$ cat src/rtl/core/skaa_pkg.sv
`timescale 1ns / 1ps
// ----------------------------------------------------------------------------
// skaa_pkg: shared types and constants for the site keyed arena allocator
// Request and result payloads, status codes, sequencer states and the
// control bundle that the sequencer drives into the datapath.
// ----------------------------------------------------------------------------
package skaa_pkg;

	// fixed field widths
	localparam int unsigned SITE_W = 63;
	localparam int unsigned WORD_W = 32;
	localparam int unsigned ADDR_W = 14;

	typedef enum logic {
		OP_ADDR = 1'b0,
		OP_SEAL = 1'b1
	} op_t;

	typedef enum logic [2:0] {
		ST_OK           = 3'd0,
		ST_FAILED       = 3'd1,
		ST_INVALID      = 3'd2,
		ST_INCONSISTENT = 3'd3,
		ST_SEALED       = 3'd4,
		ST_ALIGN        = 3'd5,
		ST_BUDGET       = 3'd6,
		ST_FULL         = 3'd7
	} status_t;

	typedef struct packed {
		op_t                operation;
		logic [SITE_W-1:0]  site;
		logic [WORD_W-1:0]  size;
		logic [WORD_W-1:0]  alignment;
		logic [WORD_W-1:0]  offset;
	} request_t;

	typedef struct packed {
		logic               address_ok;
		logic [ADDR_W-1:0]  byte_address;
		status_t            status;
	} result_t;

	typedef enum logic [2:0] {
		S_IDLE,
		S_CHECK,
		S_LOOK,
		S_NEWSITE,
		S_ALLOC
	} state_t;

	// per-cycle controls from the sequencer
	typedef struct packed {
		logic    finish;
		logic    set_failed;
		logic    set_sealed;
		logic    wr_en;
		logic    idx_inc;
		logic    load_aligned;
		result_t res;
	} ctl_t;

endpackage

$ cat src/rtl/core/skaa_site_table.sv
`timescale 1ns / 1ps
// ----------------------------------------------------------------------------
// skaa_site_table: site table memory
// One write port and one read port; read data is registered. Contents are
// not reset; only entries below the fill count are ever used.
// ----------------------------------------------------------------------------
module skaa_site_table #(
	parameter int unsigned DEPTH = 16,
	parameter int unsigned KEY_W = 63,
	parameter int unsigned AW    = 15
) (
	input  logic                     clk,
	input  logic                     wr_en,
	input  logic [$clog2(DEPTH)-1:0] wr_addr,
	input  logic [KEY_W-1:0]         wr_site,
	input  logic [AW-1:0]            wr_base,
	input  logic [AW-1:0]            wr_size,
	input  logic [AW-1:0]            wr_align,
	input  logic [$clog2(DEPTH)-1:0] rd_addr,
	output logic [KEY_W-1:0]         rd_site,
	output logic [AW-1:0]            rd_base,
	output logic [AW-1:0]            rd_size,
	output logic [AW-1:0]            rd_align
);

	logic [KEY_W-1:0] site_mem  [DEPTH];
	logic [AW-1:0]    base_mem  [DEPTH];
	logic [AW-1:0]    size_mem  [DEPTH];
	logic [AW-1:0]    align_mem [DEPTH];

	// write port
	always_ff @(posedge clk) begin
		if (wr_en) begin
			site_mem[wr_addr]  <= wr_site;
			base_mem[wr_addr]  <= wr_base;
			size_mem[wr_addr]  <= wr_size;
			align_mem[wr_addr] <= wr_align;
		end
	end

	// registered read port
	always_ff @(posedge clk) begin
		rd_site  <= site_mem[rd_addr];
		rd_base  <= base_mem[rd_addr];
		rd_size  <= size_mem[rd_addr];
		rd_align <= align_mem[rd_addr];
	end

endmodule

$ cat src/rtl/core/site_keyed_arena_allocator_core.sv
`timescale 1ns / 1ps
// ----------------------------------------------------------------------------
// site_keyed_arena_allocator_core: site keyed bump allocator, top level
// Validates a request, walks the site table with one shared key comparator,
// and on a miss bump-allocates an aligned base from the arena.
// ----------------------------------------------------------------------------
// Sequence: the check state answers a seal, an already failed or an invalid request;
// otherwise the table is walked entry by entry and a hit answers; a miss or an empty
// table leads to the new-site state, which refuses for a sealed table or alignment
// overflow and else goes on to the allocate state. One request at a time: the next
// is accepted at the edge that ends the done cycle; results cannot be stalled.
// Reset clears fill count, free pointer and seal/fail flags; table is not cleared.
module site_keyed_arena_allocator_core #(
	parameter int unsigned ARENA_BYTES   = 16384,
	parameter int unsigned TABLE_ENTRIES = 16
) (
	input  logic               clk,
	input  logic               arst_n,
	input  logic               start,
	input  skaa_pkg::request_t request,
	output logic               busy,
	output logic               done,
	output skaa_pkg::result_t  result
);

	localparam int unsigned AW = $clog2(ARENA_BYTES + 1);
	localparam int unsigned IW = $clog2(TABLE_ENTRIES);
	localparam int unsigned CW = $clog2(TABLE_ENTRIES + 1);
	localparam logic [AW:0]   ARENA_X  = (AW+1)'(ARENA_BYTES);
	localparam logic [CW-1:0] ENTRIES_C = CW'(TABLE_ENTRIES);

	skaa_pkg::state_t   state_q, state_d;
	skaa_pkg::request_t req_q;
	skaa_pkg::ctl_t     ctl;

	logic [CW-1:0] idx_q, idx_nx;
	logic [CW-1:0] count_q;
	logic [AW-1:0] next_free_q;
	logic [AW-1:0] aligned_q;
	logic          sealed_q, failed_q;

	logic [IW-1:0]                rd_addr;
	logic [skaa_pkg::SITE_W-1:0]  rd_site;
	logic [AW-1:0]                rd_base, rd_size, rd_align;

	logic          is_seal, invalid_c, hit_c, consist_c, last_c;
	logic          align_ovf_c, budget_c, full_c;
	logic [AW-1:0] align_n;
	logic [AW:0]   align_m1, bumped, aligned_c;

	assign busy   = (state_q != skaa_pkg::S_IDLE);
	assign idx_nx = idx_q + CW'(1);

	// request screening
	assign is_seal   = (req_q.operation == skaa_pkg::OP_SEAL);
	assign invalid_c = (req_q.size == '0) || (req_q.alignment == '0) ||
		(req_q.alignment > skaa_pkg::WORD_W'(ARENA_BYTES)) ||
		((req_q.alignment & (req_q.alignment - 32'd1)) != '0) ||
		(req_q.offset >= req_q.size);

	// shared key compare against the entry just read
	assign hit_c     = (rd_site == req_q.site);
	assign consist_c = (req_q.size == skaa_pkg::WORD_W'(rd_size)) &&
		(req_q.alignment == skaa_pkg::WORD_W'(rd_align));
	assign last_c    = (idx_nx == count_q);

	// bump arithmetic; alignment is known to be at most the arena size here
	assign align_n     = req_q.alignment[AW-1:0];
	assign align_m1    = {1'b0, align_n} - (AW+1)'(1);
	assign align_ovf_c = ({1'b0, next_free_q} > (ARENA_X - align_m1));
	assign bumped      = {1'b0, next_free_q} + align_m1;
	assign aligned_c   = bumped & ~align_m1;
	assign budget_c    = (req_q.size > skaa_pkg::WORD_W'(ARENA_X - {1'b0, aligned_q}));
	assign full_c      = (count_q >= ENTRIES_C);

	assign rd_addr = (state_q == skaa_pkg::S_LOOK) ? idx_nx[IW-1:0] : '0;

	skaa_site_table #(
		.DEPTH (TABLE_ENTRIES),
		.KEY_W (skaa_pkg::SITE_W),
		.AW    (AW)
	) u_table (
		.clk      (clk),
		.wr_en    (ctl.wr_en),
		.wr_addr  (count_q[IW-1:0]),
		.wr_site  (req_q.site),
		.wr_base  (aligned_q),
		.wr_size  (req_q.size[AW-1:0]),
		.wr_align (align_n),
		.rd_addr  (rd_addr),
		.rd_site  (rd_site),
		.rd_base  (rd_base),
		.rd_size  (rd_size),
		.rd_align (rd_align)
	);

	// next state
	always_comb begin
		state_d = state_q;
		case (state_q)
			skaa_pkg::S_IDLE: begin
				if (start) state_d = skaa_pkg::S_CHECK;
			end
			skaa_pkg::S_CHECK: begin
				if (is_seal || failed_q || invalid_c) state_d = skaa_pkg::S_IDLE;
				else if (count_q == '0)               state_d = skaa_pkg::S_NEWSITE;
				else                                  state_d = skaa_pkg::S_LOOK;
			end
			skaa_pkg::S_LOOK: begin
				if (hit_c)       state_d = skaa_pkg::S_IDLE;
				else if (last_c) state_d = skaa_pkg::S_NEWSITE;
			end
			skaa_pkg::S_NEWSITE: begin
				if (sealed_q || align_ovf_c) state_d = skaa_pkg::S_IDLE;
				else                         state_d = skaa_pkg::S_ALLOC;
			end
			skaa_pkg::S_ALLOC: state_d = skaa_pkg::S_IDLE;
			default:           state_d = skaa_pkg::S_IDLE;
		endcase
	end

	// sequencer outputs
	always_comb begin
		ctl = '0;
		ctl.res.status = skaa_pkg::ST_OK;
		case (state_q)
			skaa_pkg::S_CHECK: begin
				if (is_seal) begin
					ctl.finish     = 1'b1;
					ctl.set_sealed = 1'b1;
				end else if (failed_q) begin
					ctl.finish     = 1'b1;
					ctl.res.status = skaa_pkg::ST_FAILED;
				end else if (invalid_c) begin
					ctl.finish     = 1'b1;
					ctl.set_failed = 1'b1;
					ctl.res.status = skaa_pkg::ST_INVALID;
				end
			end
			skaa_pkg::S_LOOK: begin
				if (hit_c) begin
					ctl.finish = 1'b1;
					if (!consist_c) begin
						ctl.set_failed = 1'b1;
						ctl.res.status = skaa_pkg::ST_INCONSISTENT;
					end else begin
						ctl.res.address_ok   = 1'b1;
						ctl.res.byte_address = skaa_pkg::ADDR_W'(rd_base) +
							req_q.offset[skaa_pkg::ADDR_W-1:0];
					end
				end else begin
					ctl.idx_inc = 1'b1;
				end
			end
			skaa_pkg::S_NEWSITE: begin
				if (sealed_q) begin
					ctl.finish     = 1'b1;
					ctl.set_failed = 1'b1;
					ctl.res.status = skaa_pkg::ST_SEALED;
				end else if (align_ovf_c) begin
					ctl.finish     = 1'b1;
					ctl.set_failed = 1'b1;
					ctl.res.status = skaa_pkg::ST_ALIGN;
				end else begin
					ctl.load_aligned = 1'b1;
				end
			end
			skaa_pkg::S_ALLOC: begin
				ctl.finish = 1'b1;
				if (budget_c) begin
					ctl.set_failed = 1'b1;
					ctl.res.status = skaa_pkg::ST_BUDGET;
				end else if (full_c) begin
					ctl.set_failed = 1'b1;
					ctl.res.status = skaa_pkg::ST_FULL;
				end else begin
					ctl.wr_en            = 1'b1;
					ctl.res.address_ok   = 1'b1;
					ctl.res.byte_address = skaa_pkg::ADDR_W'(aligned_q) +
						req_q.offset[skaa_pkg::ADDR_W-1:0];
				end
			end
			default: ;
		endcase
	end

	// control state
	always_ff @(posedge clk or negedge arst_n) begin
		if (!arst_n) begin
			state_q     <= skaa_pkg::S_IDLE;
			idx_q       <= '0;
			count_q     <= '0;
			next_free_q <= '0;
			sealed_q    <= 1'b0;
			failed_q    <= 1'b0;
			done        <= 1'b0;
		end else begin
			state_q <= state_d;
			done    <= ctl.finish;
			if (start && !busy) idx_q <= '0;
			else if (ctl.idx_inc) idx_q <= idx_nx;
			if (ctl.set_sealed) sealed_q <= 1'b1;
			if (ctl.set_failed) failed_q <= 1'b1;
			if (ctl.wr_en) begin
				count_q     <= count_q + CW'(1);
				next_free_q <= aligned_q + req_q.size[AW-1:0];
			end
		end
	end

	// payload registers
	always_ff @(posedge clk) begin
		if (start && !busy) req_q <= request;
		if (ctl.load_aligned) aligned_q <= aligned_c[AW-1:0];
		if (ctl.finish) result <= ctl.res;
	end

	// checks
	a_done_not_busy: assert property (@(posedge clk) disable iff (!arst_n)
		done |-> !busy) else $error("done while busy");

	a_ok_status: assert property (@(posedge clk) disable iff (!arst_n)
		(done && result.address_ok) |-> (result.status == skaa_pkg::ST_OK))
		else $error("valid address with error status");

	a_count_bound: assert property (@(posedge clk) disable iff (!arst_n)
		count_q <= ENTRIES_C) else $error("site table overfilled");

	a_free_bound: assert property (@(posedge clk) disable iff (!arst_n)
		{1'b0, next_free_q} <= ARENA_X) else $error("free pointer past arena");

	a_fail_sticky: assert property (@(posedge clk) disable iff (!arst_n)
		!$fell(failed_q)) else $error("failure flag cleared");

endmodule

$ cat config.mk
export PLATFORM = sky130hd
export DESIGN_NAME = site_keyed_arena_allocator_core
export DESIGN_NICKNAME = d
export VERILOG_FILES = /design/src/rtl/core/skaa_pkg.sv /design/src/rtl/core/skaa_site_table.sv /design/src/rtl/core/site_keyed_arena_allocator_core.sv
export SDC_FILE = /design/constraint.sdc
export NUM_CORES = 2
export LEC_CHECK = 0
export CAP_MARGIN = 10
export CORE_MARGIN = 5
export CORE_UTILIZATION = 46
export CTS_CLUSTER_DIAMETER = 30
export CTS_CLUSTER_SIZE = 25
export DETAILED_ROUTE_END_ITERATION = 16
export DONT_BUFFER_PORTS = 1
export PLACE_DENSITY = 0.59
export SLEW_MARGIN = 20
export SYNTH_ARGS = -nofsm -noshare
export SYNTH_HDL_FRONTEND = slang
export SYNTH_SLANG_ARGS = --single-unit
$ cat constraint.sdc
create_clock -name clk -period 24.4 [get_ports clk]
set_input_delay 1.22 -clock clk [delete_from_list [all_inputs] [get_ports clk]]
set_output_delay 1.22 -clock clk [all_outputs]
set_load 0.01 [all_outputs]
==> impl_metrics.json <==
{
  "status": "complete, no violations",
  "layout.cells.most_common": "edfxtp_1",
  "finalHoldViolCount": 0,
  "syn_area_per_cell_um2": 15.35,
  "synthArstFlopShare_pct": 1.517,
  "clk_latency_ns": 0.96,
  "rsz0062_at_grt": "no",
  "grt_pass1_vias": 50352,
  "ctsHoldBuffers": 1,
  "io_buffers": 0,
  "wirelength_um": 226400,
  "viasPerCell": 5.822,
  "overflow": 0,
  "cp.arrival_ns": 8.64,
  "path_class": "flip-flop to flip-flop",
  "cts_tree": "yes",
  "cellPowerDensity_mw_per_mm2": 103.0,
  "vdd_drop_max_uv": 86.65,
  "cp_max_fo": 53,
  "globalplace.congestion": 0.8282,
  "rrSetupSlack_ns": 16.29,
  "finalSetupTns_ns": 0,
  "rows": 156,
  "antenna_found_initial": 17,
  "cts_made_buffers": 437,
  "ant_nets": 0,
  "cts_root_buf": "clkbuf_16",
  "first_pass_iters": 5,
  "grt_max_degree": 164,
  "core_region_area_mm2": 0.1809,
  "hp-class": "primary input to asynchronous set/reset pin",
  "max_cap_viol_count": 0,
  "ys_warn_count": 0,
  "finalClockSkew_ns": 0.06163,
  "final_area_mm2": 0.1020,
  "drive_above_1_share_pct": 21.94,
  "ys_types": 72,
  "fp.dieH_um": 436.8,
  "cts_setup_buffers": 0,
  "synth_flop_cell": "edfxtp_1",
  "clock_sinks": 2043,
  "syn_nets": 5782,
  "first_iter_violations": 3919,
  "clkTransAtPathRegs_ns": 0.05,
  "cts_resized": 0,
  "synth_seq_cells": 2043,
  "die_w_um": 436.8,
  "setup_viol": 0,
  "drc_errors": 0,
  "tightest_slew_ns": 1.146,
  "wl_per_cell_um": 26.81,
  "dieArea_mm2": 0.1908,
  "area_growth_pct": 21.77,
  "pin_count": 183,
  "crit_path_end_kind": "flip-flop",
  "seq_area_frac_synth_pct": 71.75,
  "finalNetCount": 6033,
  "synth-edff-count": 1905,
  "max_slew_margin_pct": 23.61,
  "max_freq_ghz": 0.1233,
  "clk_path_buf_depth": 4,
  "critPathRequiredTime_ns": 24.93,
  "syn_area_mm2": 0.08380,
  "report.final.slew_viol_count": 0,
  "start_util_pct": 46.31,
  "track_usage_pct": 23.31,
  "mostFrequentLayoutCells": "edfxtp_1, a21oi_1, clkbuf_16, mux2_2, nand2_1",
  "vias": 49171,
  "start_kind": "flip-flop",
  "syn_inst": 5459,
  "dpl_cell_area_mm2": 0.08679,
  "post-route-period-util_pct": 33.24,
  "hpwl_um": 123100,
  "htreeDepth": 5,
  "p_leak_nw": 33.99,
  "grt_pass1_wl_um": 333800,
  "period_needed_ns": 8.110
}
-- state kept, by name (all words and copies together), names as in the netlist --
name,count
align_n,15
aligned_q,15
count_q,5
done,1
failed_q,1
idx_q,5
is_seal,1
next_free_q,15
req_q,144
result,18
sealed_q,1
state_q,3
u_table.align_mem,240
u_table.base_mem,224
u_table.rd_align,15
u_table.rd_base,14
u_table.rd_site,63
u_table.rd_size,15
u_table.site_mem,1008
u_table.size_mem,240
-- critical path, cell delays in order (launching register included) --
cell and delay [ns]:
edfxtp_1 0.68, or4_1 0.68, nor4_1 0.28, nand2_1 0.13
or2_2 0.34, o41ai_1 0.23, o21ai_0 0.14, ha_1 0.31
nand4_1 0.15, or4_4 0.58, nor2_2 0.14, and3b_1 0.18
a22o_1 0.27, nor3_4 0.57, buf_4 0.45, nand2_1 0.31
nor2_4 0.47, buf_4 0.75, buf_4 0.89
-- cell usage after synthesis, types with 18 or more instances --
library cell | count | share of area, %
edfxtp_1 | 1905 | 68
o21ai_0 | 248 | 1.5
nor3_1 | 40 | 0.24
mux2i_1 | 220 | 2.6
nor4_1 | 42 | 0.31
a21oi_1 | 590 | 3.5
mux2_2 | 436 | 5.9
nand2_1 | 372 | 1.7
xnor2_1 | 71 | 0.74
nand4_1 | 28 | 0.21
a32o_1 | 107 | 1.3
buf_2 | 34 | 0.20
dfrtp_1 | 31 | 0.93
a22o_1 | 18 | 0.19
nor2_1 | 184 | 0.82
clkbuf_1 | 261 | 1.2
a21o_1 | 24 | 0.22
dfxtp_1 | 107 | 2.6
a221oi_1 | 107 | 1.1
xor2_1 | 109 | 1.1
nand3_1 | 19 | 0.11
inv_1 | 71 | 0.32
o221ai_1 | 106 | 1.1
ha_1 | 156 | 2.3
-- per-layer routing --
metal  track usage [%]  up-vias  part of all wire, %
li1                  -    21993                    -
met1             30.54    25205                   42
met2             39.27     1601                   49
met3             4.625      356                  5.7
met4             7.543       16                  2.9
met5                 0        -                0.042
-- power by group --
group / internal (mW) / leakage, nW / switching (mW)
Clock: 4.13 / 7.31 / 1.87
Sequential: 4.00 / 18.6 / 0.129
Combinational: 0.110 / 8.10 / 0.276
Total: 8.24 / 34.0 / 2.27
-- path summary, 6_finish.rpt --
path,to,startpoint,cells past startpoint
max,u_table.site_mem[4][48],aligned_q[3],18
min,next_free_q[11],arst_n,1
max reg2reg,u_table.site_mem[4][48],aligned_q[3],18
min reg2reg,failed_q,failed_q,1
max in group asynchronous,idx_q[0],arst_n,1
min in group clk,req_q[146],request[146],0
-- metrics by stage --
step / util (%) / hold WS [ns] / cells / setup WS, ns / power, mW
2_1_floorplan: - / 0.4891 / 5459 / 11.62 / 4.349
3_3_place_gp: 47.95 / 0.5123 / 7637 / 16.37 / 4.576
3_5_place_dp: 47.96 / 0.5260 / 7638 / 16.29 / 4.584
4_1_cts: 56.36 / 0.03430 / 8440 / 16.24 / 10.60
5_1_grt: 56.39 / 0.06472 / 8443 / 15.80 / 10.83
6_report: 56.39 / 0.09654 / 8445 / 16.29 / 10.51
-- cells by family (layout without fill, tap and decap cells) --
group / after synthesis / after routing / share of synthesized area, %
AOI/OAI and AO/OA: 1273 / 1273 / 9.588
buffers and inverters: 386 / 999 / 1.811
other: 0 / 3 / 0
xor gates and xnor gates: 180 / 180 / 1.881
and+or+nand+nor: 760 / 760 / 4.045
DFF: 2043 / 2043 / 71.75
muxes: 657 / 657 / 8.501
adders and majority gates: 160 / 160 / 2.425
-- layout make-up --
| cell class | instances | area, µm² |
|---|---|---|
| clock inverters | 286 | 3556 |
| well taps | 2370 | 2965 |
| fillers | 13973 | 78900 |
| clock buffers | 515 | 11610 |
| flip-flops and latches | 2043 | 60130 |
| repair buffers | 127 | 1130 |
| diodes | 3 | 7.507 |
| inverters | 71 | 266.5 |
| multi-input cells | 3030 | 22370 |
Power figures use the tool's default switching activity.
